<file path="config.mk">
export PLATFORM = sky130hd
export DESIGN_NAME = dual_lfsr_stream_scrambler_flat
export DESIGN_NICKNAME = d
export VERILOG_FILES = /design/src/hdl/dls_pkg.sv /design/src/hdl/dls_in_if.sv /design/src/hdl/dls_out_if.sv /design/src/hdl/dual_lfsr_stream_scrambler.sv /design/src/hdl/dls_keystream.sv /design/src/hdl/dls_sat_counter.sv /design/src/flat_wrapper.sv
export SDC_FILE = /design/constraint.sdc
export NUM_CORES = 1
export LEC_CHECK = 0
export ABC_AREA = 1
export BUFFER_PORTS_ARGS = -buffer_cell sky130_fd_sc_hd__buf_2
export CAP_MARGIN = 15
export CORE_MARGIN = 2
export CORE_UTILIZATION = 60
export CTS_CLUSTER_SIZE = 24
export DETAILED_ROUTE_END_ITERATION = 12
export GPL_ROUTABILITY_DRIVEN = 0
export PLACE_DENSITY_LB_ADDON = 0.15
export RECOVER_POWER = 25
export SETUP_SLACK_MARGIN = 0.15
export SYNTH_ARGS = -nofsm -noshare
export SYNTH_HDL_FRONTEND = slang
export SYNTH_SLANG_ARGS = --single-unit
</file>
<file path="constraint.sdc">
create_clock -name clk -period 6.6 [get_ports clk]
set_clock_uncertainty 0.15 [all_clocks]
set_input_delay 0.33 -clock clk [delete_from_list [all_inputs] [get_ports clk]]
set_output_delay 0.33 -clock clk [all_outputs]
set_load 0.01 [all_outputs]
</file>
<file path="src/hdl/dls_pkg.sv">
// shared types, constants, lfsr feedback and popcount helper functions for the dual lfsr scrambler
// no dependencies
package dls_pkg;

    localparam int LFSR_W    = 7;
    localparam int BYTE_W    = 8;
    localparam int TOTAL_W   = 32;
    localparam int POP_W     = 4;
    localparam int CFG_IDX_W = 1;
    localparam int CFG_DATA_W = LFSR_W;

    typedef logic [LFSR_W-1:0]  lfsr_t;
    typedef logic [BYTE_W-1:0]  byte_t;
    typedef logic [TOTAL_W-1:0] total_t;
    typedef logic [POP_W-1:0]   pop_t;

    typedef enum logic [CFG_IDX_W-1:0] {
        REG_SEED_A = 1'b0,
        REG_SEED_B = 1'b1
    } cfg_reg_t;

    localparam lfsr_t SEED_RESET = lfsr_t'(1);

    // taps 6,1
    function automatic logic fb_a(input lfsr_t s);
        return s[6] ^ s[1];
    endfunction

    // taps 6,5,2,1
    function automatic logic fb_b(input lfsr_t s);
        return s[6] ^ s[5] ^ s[2] ^ s[1];
    endfunction

    function automatic pop_t popcount8(input byte_t v);
        pop_t n;
        n = '0;
        for (int i = 0; i < BYTE_W; i++)
        begin
            n = n + pop_t'(v[i]);
        end
        return n;
    endfunction

endpackage

</file>
<file path="src/hdl/dls_in_if.sv">
// valid/ready channel carrying one plain byte and the restart flag
// depends on dls_pkg
interface dls_in_if
    import dls_pkg::*;
();
    logic  valid;
    logic  ready;
    byte_t data_byte;
    logic  restart;

    modport source (output valid, output data_byte, output restart, input ready);
    modport sink   (input valid, input data_byte, input restart, output ready);
endinterface

</file>
<file path="src/hdl/dls_out_if.sv">
// valid/ready channel carrying one scrambled byte and the running totals
// depends on dls_pkg
interface dls_out_if
    import dls_pkg::*;
();
    logic   valid;
    logic   ready;
    byte_t  scrambled_byte;
    total_t ones_in_total;
    total_t ones_out_total;
    total_t bits_total;

    modport source (output valid, output scrambled_byte, output ones_in_total,
                    output ones_out_total, output bits_total, input ready);
    modport sink   (input valid, input scrambled_byte, input ones_in_total,
                    input ones_out_total, input bits_total, output ready);
endinterface

</file>
<file path="src/hdl/dual_lfsr_stream_scrambler.sv">
// top level of the dual lfsr stream scrambler: input register, keystream, counters,
// result register; depends on dls_pkg, dls_in_if, dls_out_if, dls_keystream, dls_sat_counter
//
// Takes one byte per clock and returns one scrambled byte per byte, in order, through
// the input register and then the result register; the eight lfsr steps of a byte
// are one pass of xor logic between them, so a transfer can follow in every cycle as
// long as the sink keeps ready high. Bit 0 of each byte is scrambled first.
// Setting restart on a byte reloads both lfsrs from seed_a / seed_b and clears the
// three totals before that byte. The user must write seeds through cfg_we/cfg_index/cfg_data
// only while no byte is in flight; the block does not enforce this. They take effect at
// the next restart; both reset to 1. Totals saturate at 2^COUNT_WIDTH-1, all ones above 32 bits.
module dual_lfsr_stream_scrambler
    import dls_pkg::*;
#(
    parameter int COUNT_WIDTH = 32
)
(
    input  logic                 clk,
    input  logic                 rst_n,
    dls_in_if.sink               plain,
    dls_out_if.source            scrambled,
    input  logic                 cfg_we,
    input  logic [CFG_IDX_W-1:0] cfg_index,
    input  logic [CFG_DATA_W-1:0] cfg_data
);

    lfsr_t  seed_a_reg;
    lfsr_t  seed_b_reg;
    lfsr_t  shift_a_reg;
    lfsr_t  shift_b_reg;

    logic   in_valid_reg;
    byte_t  data_reg;
    logic   restart_reg;

    logic   out_valid_reg;
    byte_t  scr_reg;
    total_t ones_in_reg;
    total_t ones_out_reg;
    total_t bits_reg;

    logic   advance;
    lfsr_t  start_a;
    lfsr_t  start_b;
    lfsr_t  shift_a_next;
    lfsr_t  shift_b_next;
    byte_t  keystream;
    byte_t  scr_next;
    total_t ones_in_next;
    total_t ones_out_next;
    total_t bits_next;

    assign advance     = in_valid_reg && (!out_valid_reg || scrambled.ready);
    assign plain.ready = !in_valid_reg || advance;

    assign start_a = restart_reg ? seed_a_reg : shift_a_reg;
    assign start_b = restart_reg ? seed_b_reg : shift_b_reg;

    dls_keystream u_keystream (
        .start_a   (start_a),
        .start_b   (start_b),
        .keystream (keystream),
        .end_a     (shift_a_next),
        .end_b     (shift_b_next)
    );

    assign scr_next = data_reg ^ keystream;

    dls_sat_counter #(.COUNT_WIDTH(COUNT_WIDTH)) u_ones_in (
        .clk        (clk),
        .rst_n      (rst_n),
        .en         (advance),
        .clear      (restart_reg),
        .inc        (popcount8(data_reg)),
        .total_next (ones_in_next)
    );

    dls_sat_counter #(.COUNT_WIDTH(COUNT_WIDTH)) u_ones_out (
        .clk        (clk),
        .rst_n      (rst_n),
        .en         (advance),
        .clear      (restart_reg),
        .inc        (popcount8(scr_next)),
        .total_next (ones_out_next)
    );

    dls_sat_counter #(.COUNT_WIDTH(COUNT_WIDTH)) u_bits (
        .clk        (clk),
        .rst_n      (rst_n),
        .en         (advance),
        .clear      (restart_reg),
        .inc        (pop_t'(BYTE_W)),
        .total_next (bits_next)
    );

    // seed registers
    always_ff @(posedge clk or negedge rst_n)
    begin
        if (!rst_n)
        begin
            seed_a_reg <= SEED_RESET;
            seed_b_reg <= SEED_RESET;
        end
        else if (cfg_we)
        begin
            case (cfg_reg_t'(cfg_index))
                REG_SEED_A: seed_a_reg <= cfg_data;
                REG_SEED_B: seed_b_reg <= cfg_data;
                default:    ;
            endcase
        end
    end

    // lfsr state moves on once per byte handed to the result register
    always_ff @(posedge clk or negedge rst_n)
    begin
        if (!rst_n)
        begin
            shift_a_reg <= SEED_RESET;
            shift_b_reg <= SEED_RESET;
        end
        else if (advance)
        begin
            shift_a_reg <= shift_a_next;
            shift_b_reg <= shift_b_next;
        end
    end

    // input register
    always_ff @(posedge clk or negedge rst_n)
    begin
        if (!rst_n)
        begin
            in_valid_reg <= 1'b0;
        end
        else if (plain.ready)
        begin
            in_valid_reg <= plain.valid;
        end
    end

    always_ff @(posedge clk)
    begin
        if (plain.valid && plain.ready)
        begin
            data_reg    <= plain.data_byte;
            restart_reg <= plain.restart;
        end
    end

    // result register
    always_ff @(posedge clk or negedge rst_n)
    begin
        if (!rst_n)
        begin
            out_valid_reg <= 1'b0;
        end
        else if (advance)
        begin
            out_valid_reg <= 1'b1;
        end
        else if (scrambled.ready)
        begin
            out_valid_reg <= 1'b0;
        end
    end

    always_ff @(posedge clk)
    begin
        if (advance)
        begin
            scr_reg      <= scr_next;
            ones_in_reg  <= ones_in_next;
            ones_out_reg <= ones_out_next;
            bits_reg     <= bits_next;
        end
    end

    assign scrambled.valid          = out_valid_reg;
    assign scrambled.scrambled_byte = scr_reg;
    assign scrambled.ones_in_total  = ones_in_reg;
    assign scrambled.ones_out_total = ones_out_reg;
    assign scrambled.bits_total     = bits_reg;

endmodule

</file>
<file path="src/hdl/dls_keystream.sv">
// eight keystream bits of the two combined lfsrs, and their states after the byte
// depends on dls_pkg
module dls_keystream
    import dls_pkg::*;
(
    input  lfsr_t start_a,
    input  lfsr_t start_b,
    output byte_t keystream,
    output lfsr_t end_a,
    output lfsr_t end_b
);

    always_comb
    begin
        lfsr_t a;
        lfsr_t b;
        logic  fa;
        logic  fb;
        a = start_a;
        b = start_b;
        keystream = '0;
        for (int i = 0; i < BYTE_W; i++)
        begin
            fa = fb_a(a);
            fb = fb_b(b);
            keystream[i] = fa ^ fb;
            a = {a[LFSR_W-2:0], fa};
            b = {b[LFSR_W-2:0], fb};
        end
        end_a = a;
        end_b = b;
    end

endmodule

</file>
<file path="src/hdl/dls_sat_counter.sv">
// saturating running counter with clear, and its next value clipped to 32 bits
// depends on dls_pkg
module dls_sat_counter
    import dls_pkg::*;
#(
    parameter int COUNT_WIDTH = 32
)
(
    input  logic   clk,
    input  logic   rst_n,
    input  logic   en,
    input  logic   clear,
    input  pop_t   inc,
    output total_t total_next
);

    localparam logic [COUNT_WIDTH-1:0] COUNT_MAX = {COUNT_WIDTH{1'b1}};

    logic [COUNT_WIDTH-1:0] count_reg;
    logic [COUNT_WIDTH-1:0] count_next;
    logic [COUNT_WIDTH-1:0] base;
    logic [COUNT_WIDTH:0]   sum;

    assign base = clear ? '0 : count_reg;
    assign sum  = {1'b0, base} + (COUNT_WIDTH + 1)'(inc);
    assign count_next = (sum > {1'b0, COUNT_MAX}) ? COUNT_MAX : sum[COUNT_WIDTH-1:0];

    generate
        if (COUNT_WIDTH > TOTAL_W)
        begin : g_clip
            assign total_next = (|count_next[COUNT_WIDTH-1:TOTAL_W]) ? '1
                                                                      : count_next[TOTAL_W-1:0];
        end
        else
        begin : g_ext
            assign total_next = TOTAL_W'(count_next);
        end
    endgenerate

    always_ff @(posedge clk or negedge rst_n)
    begin
        if (!rst_n)
        begin
            count_reg <= '0;
        end
        else if (en)
        begin
            count_reg <= count_next;
        end
    end

endmodule

</file>
<file path="src/flat_wrapper.sv">
// flat-port wrapper written by rule: the top's interface ports become plain ports
module dual_lfsr_stream_scrambler_flat import dls_pkg::*;
#(
    parameter int COUNT_WIDTH = 32
)
  (clk, rst_n, cfg_we, cfg_index, cfg_data, plain_valid, plain_data_byte, plain_restart, plain_ready, scrambled_valid, scrambled_scrambled_byte, scrambled_ones_in_total, scrambled_ones_out_total, scrambled_bits_total, scrambled_ready);
  dls_in_if plain_i ();
  dls_out_if scrambled_i ();
  input  logic clk;
  input  logic rst_n;
  input  logic cfg_we;
  input  logic [CFG_IDX_W-1:0] cfg_index;
  input  logic [CFG_DATA_W-1:0] cfg_data;
  input wire logic [$bits(plain_i.valid)-1:0] plain_valid;
  input wire logic [$bits(plain_i.data_byte)-1:0] plain_data_byte;
  input wire logic [$bits(plain_i.restart)-1:0] plain_restart;
  output wire logic [$bits(plain_i.ready)-1:0] plain_ready;
  output wire logic [$bits(scrambled_i.valid)-1:0] scrambled_valid;
  output wire logic [$bits(scrambled_i.scrambled_byte)-1:0] scrambled_scrambled_byte;
  output wire logic [$bits(scrambled_i.ones_in_total)-1:0] scrambled_ones_in_total;
  output wire logic [$bits(scrambled_i.ones_out_total)-1:0] scrambled_ones_out_total;
  output wire logic [$bits(scrambled_i.bits_total)-1:0] scrambled_bits_total;
  input wire logic [$bits(scrambled_i.ready)-1:0] scrambled_ready;
  assign plain_i.valid = plain_valid;
  assign plain_i.data_byte = plain_data_byte;
  assign plain_i.restart = plain_restart;
  assign plain_ready = plain_i.ready;
  assign scrambled_valid = scrambled_i.valid;
  assign scrambled_scrambled_byte = scrambled_i.scrambled_byte;
  assign scrambled_ones_in_total = scrambled_i.ones_in_total;
  assign scrambled_ones_out_total = scrambled_i.ones_out_total;
  assign scrambled_bits_total = scrambled_i.bits_total;
  assign scrambled_i.ready = scrambled_ready;
  dual_lfsr_stream_scrambler #(.COUNT_WIDTH(COUNT_WIDTH)) u_core (.clk(clk), .rst_n(rst_n), .plain(plain_i), .scrambled(scrambled_i), .cfg_we(cfg_we), .cfg_index(cfg_index), .cfg_data(cfg_data));
endmodule
</file>
==> impl_metrics.csv, run 1 <==
group,metric,value,unit
outcome,status,"complete, but fails checks",
outcome,failed_checks,"capacitance limit, slew limit",
critical_path,worst_path_max_delay_cell,"fa_1",
logic_synthesis,ys.warnings.count,0,
sta,rsz0062_at_grt,"yes",
cells_and_area,design_area,14940,um^2
clock_tree,numClockSinks,239,
clock_tree,cts_root_buffer,"clkbuf_16",
critical_path,cp.arrival,6.27,ns
cells_and_area,diodes,0,
global_route,track_usage,25.17,%
pwr,p_per_area,443.0,nW/um^2
logic_synthesis,ys_ff_latch,239,
pwr,power,6.616,mW
logic_synthesis,syn_inst,1624,
critical_path,cp-end-kind,"flop",
critical_path,worst-path-max-fanout,34,
clock_tree,cts_tree,"done",
clock_tree,clk_pin_slew,0.06,ns
critical_path,worstSetupStartpointType,"flop",
logic_synthesis,ys_seq_area_share,49.63,%
pwr,p_sw,2.654,mW
drt,drt-total-wl,29.59,mm
critical_path,critPathRequiredTime,6.84,ns
clock_tree,cts_buffer_depth,3,
pwr,power.clock.fraction,19.2,%
pwr,ir_drop,0.6546,mV
sta,fmax,166.1,MHz
drt,first_iter_violations,750,
pwr,power.internal,3.962,mW
flow_run,cap_viol_max_count,1,
floorplan,initial_utilization,60.86,%
floorplan,num_rows,54,
placed_design,place_area,14010,um^2
cells_and_area,finalNetCount,1807,
sta,timing.final.hold_violations,0,
critical_path,cp_common_cell,"nand2_1",
global_route,grt_max_degree,177,
sta,setup_tns,0,ns
sta,finalCriticalPeriod,6.022,ns
drt,ant_nets,0,
sta,period_share,91.24,%
sta,slew_headroom,-134.0,%
cells_and_area,syn2layout_area_growth,13.15,%
logic_synthesis,synth_cell_type_count,39,
drt,drc,0,
drt,wl_per_cell,14.38,um
cells_and_area,fin_cells,2057,
pwr,p_leak,6.880,nW
pwr,seq_power_share,31.9,%
floorplan,core,21690,um^2
clock_tree,clk_latency,0.53,ns
placed_design,portBuffers,127,
critical_path,critPathKind,"reg -> reg",
logic_synthesis,syn_area,13200,um^2
global_route,grt_pass1_vias,10040,
sta,finalSetupViolCount,0,
pwr,netSwitchingFraction,40.12,%
global_route,antenna_found_initial,0,
floorplan,chipHeight,152.3,um
logic_synthesis,avgSynthCellArea,8.128,um^2
logic_synthesis,syn-num-nets,1672,
sta,whs,0.1661,ns
pwr,power_frac_comb,48.9,%
global_route,gr-total-overflow,0,
drt,firstDrtPassIters,6,
sta,slew_violations,64,
floorplan,die_w,152.3,um
clock_tree,cts_htree_levels,1,
floorplan,boundaryPins,128,
min_path,holdCritPathClass,"in -> reg",
floorplan,die_area,23200,um^2
placed_design,dp_hpwl,20.52,mm
sta,worst_pin_slew,3.510,ns
placed_design,placed_cells,1990,
drt,num_vias,10850,
clock_tree,numCtsBuffers,25,
cells_and_area,drive_above_1_share,9.679,%
drt,via_per_inst,5.276,
global_route,grt_pass1_wl,48.59,mm
critical_path,max_stage_delay,0.47,ns
## layer usage
metal / vias up / track usage (%) / part of all wire (%)
met1: 5076 / 35.56 / 45
met3: 57 / 3.271 / 5.3
met5: - / 0 / 0
li1: 5418 / - / -
met4: 0 / 6.765 / 2.5
met2: 301 / 41.57 / 47
## power by group through the flow
stage / sequential [mW] / clock [mW] / combinational (mW)
2_1_floorplan: 2.18 / 0 / 2.50
3_3_place_gp: 2.13 / 0 / 3.13
3_5_place_dp: 2.14 / 0 / 3.24
4_1_cts: 2.11 / 1.29 / 3.26
5_1_grt: 2.13 / 1.35 / 3.85
6_report: 2.11 / 1.27 / 3.24
## metrics by stage
stage / util, % / setup WS [ns]
2_1_floorplan: - / 1.008
6_report: 68.86 / 0.5780
5_1_grt: 68.86 / 0.1335
4_1_cts: 68.84 / 0.2247
3_3_place_gp: 64.61 / 0.4526
3_5_place_dp: 64.61 / 0.2694
## cells in the mapped netlist
cell	number	share of area, %
o21ai_2	3	0.20
nor3_2	4	0.30
buf_6	5	0.43
a21boi_2	1	0.085
fa_1	10	1.5
xnor2_1	35	2.3
nor4_1	7	0.33
buf_4	7	0.40
inv_2	3	0.085
or2_1	1	0.047
nand2_2	6	0.28
inv_1	203	5.8
nand3_1	115	4.4
buf_2	11	0.42
or2_2	6	0.28
dfrtp_1	122	23
nand3_2	17	1.3
nor2_2	5	0.24
ha_1	16	1.5
a31oi_1	6	0.28
xnor2_2	2	0.25
nor2_1	182	5.2
xor2_2	3	0.37
nor3_1	23	0.87
nand3b_1	9	0.51
xor2_1	38	2.5
o21ai_1	4	0.15
mux2i_1	1	0.076
a21oi_1	7	0.27
nand4_2	1	0.095
dfstp_2	4	0.80
clkbuf_1	21	0.60
o21bai_1	2	0.11
nand2_1	507	14
nand4_1	9	0.43
o21ai_0	104	3.9
edfxtp_1	113	26
nor2_4	2	0.17
buf_1	9	0.26
## what timing repair did
action                                 4_1_cts  5_1_grt
endpoints found under the hold margin       83        0
setup endpoints to repair                    0       64
hold buffers                                20        0
gates resized for setup                      0       15
setup buffers                                0        2
## critical path: cells and delay by family (launching register included)
family / cells / cell delay, ns
xor gates and xnor gates: 2 / 0.38
buffers and inverters: 5 / 0.81
DFF: 1 / 0.39
and+or+nand+nor: 16 / 1.48
adders and majority gates: 5 / 2.23
AOI/OAI and AO/OA: 3 / 0.44
## cell usage in the layout (no fill, tap or decap), drive strengths merged
cell type,n
or2,7
o21bai,2
a21oi,7
ha,16
dfrtp,122
nor4,7
nand4,10
nor2,189
a31oi,6
a21boi,1
nand3b,9
xor2,41
nor3,27
inv,207
clkinv,5
o21ai,111
xnor2,37
mux2i,1
dlygate4sd3,20
nand3,132
nand2,513
fa,10
buf,79
edfxtp,113
dfstp,4
clkbuf,101
## worst paths after layout
kind                                       start                              end  slack [ns]  cells after the start
max                           u_core.restart_reg  u_core.u_ones_out.count_reg[23]        0.58                     31
min                                       cfg_we             u_core.seed_a_reg[0]        0.17                      4
max reg2reg                   u_core.restart_reg  u_core.u_ones_out.count_reg[23]        0.58                     31
min reg2reg                u_core.shift_a_reg[5]            u_core.shift_a_reg[5]        0.33                      2
max in group asynchronous                  rst_n      u_core.u_bits.count_reg[19]        2.62                      3
min in group asynchronous                  rst_n    u_core.u_ones_in.count_reg[8]        1.38                      2
## kinds of logic after synthesis
group | after synthesis | synth area share (%)
and+or+nand+nor | 894 | 28.81
buffers and inverters | 259 | 7.953
DFF | 239 | 49.63
AOI/OAI and AO/OA | 127 | 5.043
xor gates and xnor gates | 78 | 5.460
adders and majority gates | 26 | 3.033
muxes | 1 | 0.07583
## cell type report
type	instances	area, um^2
Clock inverter	6	30.03
Inverter	206	780.7
Multi-Input combinational cell	1126	5652
Sequential cell	239	6551
Timing Repair Buffer	161	883.3
Clock buffer	39	688.2
Tap cell	280	350.3
Fill cell	1743	6753
Power figures use the tool's default switching activity.
==> run 2: changes to the inputs <==
--- a/config.mk
+++ b/config.mk
@@ -5,7 +5,7 @@
 export SDC_FILE = /design/constraint.sdc
 export NUM_CORES = 1
 export LEC_CHECK = 0
-export ABC_AREA = 1
+export ABC_AREA = 0
 export BUFFER_PORTS_ARGS = -buffer_cell sky130_fd_sc_hd__buf_2
 export CAP_MARGIN = 15
 export CORE_MARGIN = 2
@@ -13,7 +13,7 @@
 export CTS_CLUSTER_SIZE = 24
 export DETAILED_ROUTE_END_ITERATION = 12
 export GPL_ROUTABILITY_DRIVEN = 0
-export PLACE_DENSITY_LB_ADDON = 0.15
+export PLACE_DENSITY = 0.81
 export RECOVER_POWER = 25
 export SETUP_SLACK_MARGIN = 0.15
 export SYNTH_ARGS = -nofsm -noshare
==> impl_metrics.csv, run 2 <==
group,metric,value,unit
placed_design,dp_hpwl,19.35,mm
logic_synthesis,synth_commonest_cells,"nand2_1 (155), dfrtp_1 (122), edfxtp_1 (113)",
critical_path,cp.arrival,6.19,ns
clock_tree,numCtsBuffers,25,
drt,num_vias,10230,
logic_synthesis,avgSynthCellArea,10.23,um^2
sta,rsz0062_at_grt,"no",
critical_path,rrSetupSlack,0.66,ns
logic_synthesis,synth_top_cell_area_share,25.84,%
clock_tree,clk_pin_slew,0.06,ns
floorplan,die_area,23090,um^2
min_path,holdCritPathClass,"in -> reg",
critical_path,max_stage_delay,0.53,ns
sta,setup_tns,0,ns
cells_and_area,design_area,14860,um^2
cells_and_area,drive_above_1_share,14.89,%
cells_and_area,diodes,0,
logic_synthesis,syn_area,13130,um^2
sta,timing.final.hold_violations,0,
pwr,power,8.667,mW
floorplan,num_rows,54,
global_route,grt_pass1_wl,49.31,mm
floorplan,initial_utilization,60.75,%
drt,wl_per_cell,17.59,um
clock_tree,cts_tree,"done",
global_route,grt_pass1_vias,9919,
critical_path,critPathRequiredTime,6.85,ns
sta,finalCriticalPeriod,5.939,ns
critical_path,worstSetupStartpointType,"flop",
pwr,ir_drop,1.532,mV
critical_path,cp-end-kind,"flop",
placed_design,portBuffers,127,
global_route,gr-total-overflow,0,
logic_synthesis,async_flop_share,52.72,%
outcome,status,"complete, but fails checks",
placed_design,place_area,13910,um^2
cells_and_area,final_util,68.74,%
critical_path,worst_path_max_delay_cell,"fa_1",
sta,worst_pin_slew,4.317,ns
logic_synthesis,synthFlopType,"dfrtp_1",
critical_path,worst-path-max-fanout,14,
critical_path,cp_common_cell,"fa_1",
logic_synthesis,syn_inst,1284,
outcome,failed_checks,"capacitance limit, slew limit",
clock_tree,cts_htree_levels,1,
drt,via_per_inst,6.028,
sta,whs,0.1732,ns
sta,fmax,168.4,MHz
logic_synthesis,syn-num-nets,1332,
critical_path,crit_start,"u_core.restart_reg",
sta,slew_headroom,-187.8,%
cells_and_area,syn2layout_area_growth,13.16,%
clock_tree,cts_root_buffer,"clkbuf_16",
sta,slew_violations,77,
placed_design,pre_cts_ws,0.1211,ns
critical_path,rr_startpoint,"u_core.restart_reg",
drt,ant_nets,0,
sta,setup_ws,0.6608,ns
clock_tree,cts_setup_buffers,0,
cells_and_area,final_common_cell,"nand2_1",
cells_and_area,multi_input_area,6156,um^2
critical_path,reg2reg_depth,21,
sta,period_share,89.99,%
drt,first_iter_violations,1014,
floorplan,die_w,152.0,um
critical_path,r2r-end,"u_core.u_ones_out.count_reg[16]",
global_route,track_usage,25.45,%
global_route,antenna_found_initial,0,
cells_and_area,fin_cells,1697,
logic_synthesis,ys_ff_latch,239,
logic_synthesis,yosys.area.top_type,"edfxtp_1",
logic_synthesis,synth.most_common_cell,"nand2_1",
critical_path,critPathKind,"reg -> reg",
cells_and_area,layout_common_cells,"nand2_1 (154), dfrtp_1 (122), edfxtp_1 (113)",
cells_and_area,finalNetCount,1447,
global_route,grt_max_degree,131,
clock_tree,numClockSinks,239,
flow_run,cap_viol_max_count,1,
drt,drc,0,
pwr,p_leak,6.146,nW
logic_synthesis,synth-edff-count,113,
drt,drt-total-wl,29.85,mm
floorplan,chipHeight,152.0,um
drt,firstDrtPassIters,5,
critical_path,crit_end,"u_core.u_ones_out.count_reg[16]",
clock_tree,clk_latency,0.52,ns
pwr,p_per_area,583.2,nW/um^2
logic_synthesis,synth_cell_type_count,80,
cells_and_area,regArea,6551,um^2
critical_path,worstPathCellList,"inv_2 -> nor2_1 -> a21oi_2 -> xor2_1 -> xnor2_2 -> xnor2_1 -> xnor2_1 -> fa_1 -> fa_1 -> fa_1 -> inv_1 -> fa_1 -> fa_1 -> a21o_1 -> a21oi_1 -> buf_4 -> nor3_1 -> and3_1 -> xnor2_1 -> o21ai_0 -> mux2_2",
sta,finalSetupViolCount,0,
clock_tree,cts_buffer_depth,3,
floorplan,core,21620,um^2
cells_and_area,fillers,1663,
placed_design,placed_cells,1632,
logic_synthesis,synthTopCellsByArea,"edfxtp_1 (26%), dfrtp_1 (23%), xnor2_1 (5.2%)",
floorplan,boundaryPins,128,
logic_synthesis,ys.warnings.count,0,
logic_synthesis,ys_seq_area_share,49.88,%
[run 2: changes by cell type after synthesis, moves of 22 or more]
cell / delta
xnor2_1: +43
inv_1: -166
mux2_2: +37
nand2_1: -352
a21oi_1: +69
nor2b_1: +28
and3_1: +22
nor2_1: -91
nand3_1: -79
[run 2: worst min path at each step]
stage                                        from                            end  slack [ns]  cells after the start
finish                                  cfg_index           u_core.seed_a_reg[4]        0.17                      3
global route                            cfg_index           u_core.seed_a_reg[4]        0.19                      3
CTS                                     cfg_index           u_core.seed_a_reg[6]        0.14                      3
detailed placement  u_core.u_ones_in.count_reg[4]  u_core.u_ones_in.count_reg[4]        0.33                      2
global placement            u_core.shift_a_reg[2]          u_core.shift_a_reg[2]        0.31                      2
floorplan                                   rst_n            u_core.in_valid_reg       -0.12                      0
[run 2: cell families after synthesis]
| group | Yosys count | synth area share [%] |
|---|---|---|
| muxes | 57 | 4.697 |
| and+or+nand+nor | 483 | 19.35 |
| adders and majority gates | 26 | 3.048 |
| buffers and inverters | 111 | 3.601 |
| DFF | 239 | 49.88 |
| xor gates and xnor gates | 122 | 8.307 |
| AOI/OAI and AO/OA | 246 | 11.12 |
[run 2: where the power goes]
part	internal, mW	total [mW]	switching (mW)	leakage (nW)
combinational	2.24	5.01	2.77	3.03
sequential	2.13	2.31	0.185	2.74
clock	0.771	1.35	0.577	0.371
total	5.14	8.67	3.53	6.15
[run 2: worst max-delay path: cells and delay by family (launching register included)]
family	cells	cell delay (ns)
adder cells (fa/ha/maj)	5	2.26
flip-flops	1	0.40
XOR/XNOR	5	1.04
multiplexers	1	0.32
AND/OR/NAND/NOR	3	0.40
buffers and inverters	3	0.52
AO/OA/AOI/OAI	4	0.74
[run 2: area by class of cell]
cell class | instances | share of cell area, %
Timing Repair Buffer | 160 | 5.893
Sequential cell | 239 | 44.08
Tap cell | 280 | 2.357
Inverter | 39 | 1.019
Multi-Input combinational cell | 934 | 41.42
Clock buffer | 35 | 4.664
Clock inverter | 10 | 0.5641
[run 2: repair_timing]
item / 4_1_cts / 5_1_grt
pin swaps: 0 / 0
endpoints found under the setup margin: 5 / 35
hold buffers: 20 / 0
hold endpoints to repair: 96 / 0
gates resized for setup: 1 / 6
[run 2: routing by layer]
metal  vias to the layer above  global-route usage [%]  part of all wire (%)
met5                         -                       0                     0
met1                      4912                   34.83                    42
met4                         0                   7.833                   2.5
met3                        71                   3.879                   7.6
li1                       4805                       -                     -
met2                       441                   42.32                    48
==> run 3: changes to the inputs <==
--- a/config.mk
+++ b/config.mk
@@ -5,15 +5,17 @@
 export SDC_FILE = /design/constraint.sdc
 export NUM_CORES = 1
 export LEC_CHECK = 0
-export ABC_AREA = 0
+export ABC_AREA = 1
 export BUFFER_PORTS_ARGS = -buffer_cell sky130_fd_sc_hd__buf_2
 export CAP_MARGIN = 15
+export CELL_PAD_IN_SITES_DETAIL_PLACEMENT = 0
+export CELL_PAD_IN_SITES_GLOBAL_PLACEMENT = 1
 export CORE_MARGIN = 2
-export CORE_UTILIZATION = 60
+export CORE_UTILIZATION = 45
 export CTS_CLUSTER_SIZE = 24
 export DETAILED_ROUTE_END_ITERATION = 12
 export GPL_ROUTABILITY_DRIVEN = 0
-export PLACE_DENSITY = 0.81
+export PLACE_DENSITY_LB_ADDON = 0.1
 export RECOVER_POWER = 25
 export SETUP_SLACK_MARGIN = 0.15
 export SYNTH_ARGS = -nofsm -noshare
==> impl_metrics.csv, run 3 (synthesis results as in run 1) <==
group,metric,value,unit
cells_and_area,layout_common_cells,"nand2_1 (505), inv_1 (203), nor2_1 (178)",
sta,timing.final.hold_violations,0,
cells_and_area,diodes,0,
critical_path,critPathKind,"reg -> reg",
placed_design,dp_hpwl,21.79,mm
cells_and_area,syn2layout_area_growth,15.16,%
critical_path,worst_path_max_delay_cell,"fa_1",
sta,fmax,166.8,MHz
drt,num_vias,10520,
pwr,netSwitchingFraction,40.24,%
sta,slew_violations,67,
sta,period_share,90.81,%
floorplan,die_w,175.3,um
cells_and_area,fin_cells,2165,
cells_and_area,final_common_cell,"nand2_1",
pwr,power.internal,4.072,mW
outcome,status,"complete, but fails checks",
clock_tree,cts_htree_levels,1,
pwr,p_leak,6.976,nW
cells_and_area,drive_above_1_share,11.12,%
clock_tree,numClockSinks,239,
drt,via_per_inst,4.857,
placed_design,placed_cells,2095,
clock_tree,clk_pin_slew,0.06,ns
clock_tree,cts_setup_buffers,0,
pwr,power_frac_comb,48.1,%
sta,setup_ws,0.6065,ns
cells_and_area,design_area,15200,um^2
clock_tree,cts_root_buffer,"clkbuf_16",
cells_and_area,multi_input_area,5667,um^2
pwr,power.clock.fraction,20.9,%
sta,finalCriticalPeriod,5.993,ns
cells_and_area,final_util,52.82,%
critical_path,worstSetupStartpointType,"flop",
cells_and_area,fillers,2814,
floorplan,die_area,30720,um^2
sta,whs,0.1469,ns
floorplan,chipHeight,175.3,um
sta,worst_pin_slew,4.016,ns
global_route,antenna_found_initial,0,
pwr,power,6.814,mW
pwr,p_sw,2.742,mW
floorplan,core,28780,um^2
sta,rsz0062_at_grt,"no",
floorplan,boundaryPins,128,
outcome,failed_checks,"capacitance limit, slew limit",
drt,firstDrtPassIters,4,
critical_path,worst-path-max-fanout,20,
flow_run,cap_viol_max_count,1,
drt,ant_nets,0,
pwr,seq_power_share,31.0,%
critical_path,cp-end-kind,"flop",
placed_design,pre_cts_ws,0.3519,ns
sta,slew_headroom,-167.8,%
clock_tree,cts_tree,"done",
placed_design,portBuffers,127,
clock_tree,cts_buffer_depth,3,
critical_path,cp.arrival,6.13,ns
global_route,track_usage,20.64,%
drt,drt-total-wl,31.27,mm
critical_path,cp_common_cell,"nand2_1",
cells_and_area,finalNetCount,1808,
global_route,grt_max_degree,185,
floorplan,num_rows,62,
critical_path,max_stage_delay,0.47,ns
pwr,p_per_area,448.3,nW/um^2
sta,setup_tns,0,ns
cells_and_area,regArea,6551,um^2
global_route,grt_pass1_vias,10170,
clock_tree,numCtsBuffers,27,
min_path,holdCritPathClass,"in -> reg",
placed_design,place_area,14150,um^2
sta,finalSetupViolCount,0,
floorplan,initial_utilization,45.87,%
pwr,ir_drop,0.6204,mV
critical_path,critPathRequiredTime,6.74,ns
drt,drc,0,
drt,wl_per_cell,14.44,um
drt,first_iter_violations,660,
global_route,gr-total-overflow,0,
global_route,grt_pass1_wl,51.89,mm
clock_tree,clk_latency,0.55,ns
run 3: cell types whose count changed in the layout (fill, tap and decap cells not counted), sizes merged, moves of 15 or more:
| cell | delta |
|---|---|
| a21oi | -71 |
| a31oi | -17 |
| and3 | -22 |
| inv | +168 |
| mux2 | -37 |
| mux2i | -19 |
| nand2 | +357 |
| nand3 | +94 |
| nor2 | +97 |
| nor2b | -28 |
| nor4 | -15 |
| o21ai | +19 |
| xnor2 | -44 |
run 3: what timing repair did:
item                       CTS  global route
hold buffers                20             0
setup endpoints to repair    0            64
resized for setup            0            17
hold endpoints to repair    86             0
run 3: worst paths after layout:
path / start / end / slack (ns) / depth (start not counted)
min reg2reg: u_core.u_bits.count_reg[2] / u_core.u_bits.count_reg[2] / 0.33 / 2
min: cfg_we / u_core.seed_a_reg[0] / 0.15 / 4
max: u_core.restart_reg / u_core.scrambled.ones_out_total[29] / 0.61 / 25
min in group asynchronous: rst_n / u_core.u_ones_in.count_reg[8] / 1.59 / 2
max in group asynchronous: rst_n / u_core.u_bits.count_reg[0] / 2.25 / 3
max reg2reg: u_core.restart_reg / u_core.scrambled.ones_out_total[29] / 0.61 / 25
run 3: worst max-delay path: cells and delay by family, from the launching register on:
family / cells / cell delay [ns]
flops: 1 / 0.39
simple gates: 13 / 1.98
buf+inv: 2 / 0.31
xor+xnor: 3 / 0.59
compound gates: 2 / 0.25
fa+ha+maj: 5 / 2.06
run 3: layout make-up:
class | count | share of cell area (%)
clock inverter | 19 | 0.9137
sequential | 239 | 43.10
inverter | 206 | 5.136
clock buffer | 31 | 4.609
timing repair buffer | 160 | 5.803
tap | 384 | 3.161
multi-input combinational | 1126 | 37.28
run 3: power by group through the flow:
stage	clock network, mW	registers (mW)	logic, mW
floorplan	0	2.18	2.50
global placement	0	2.14	3.23
detailed placement	0	2.14	3.28
CTS	1.46	2.11	3.31
global route	1.52	2.14	3.86
finish	1.43	2.11	3.28
run 3: routing by layer:
metal / track usage, % / part of all wire (%) / up-vias / wire [um]
met1: 29.56 / 49 / 4828 / 15170
li1: - / - / 5425 / -
met5: 0 / 0 / - / 0
met3: 2.446 / 3.8 / 51 / 1175
met4: 5.486 / 2.5 / 0 / 774
met2: 33.40 / 45 / 211 / 14150
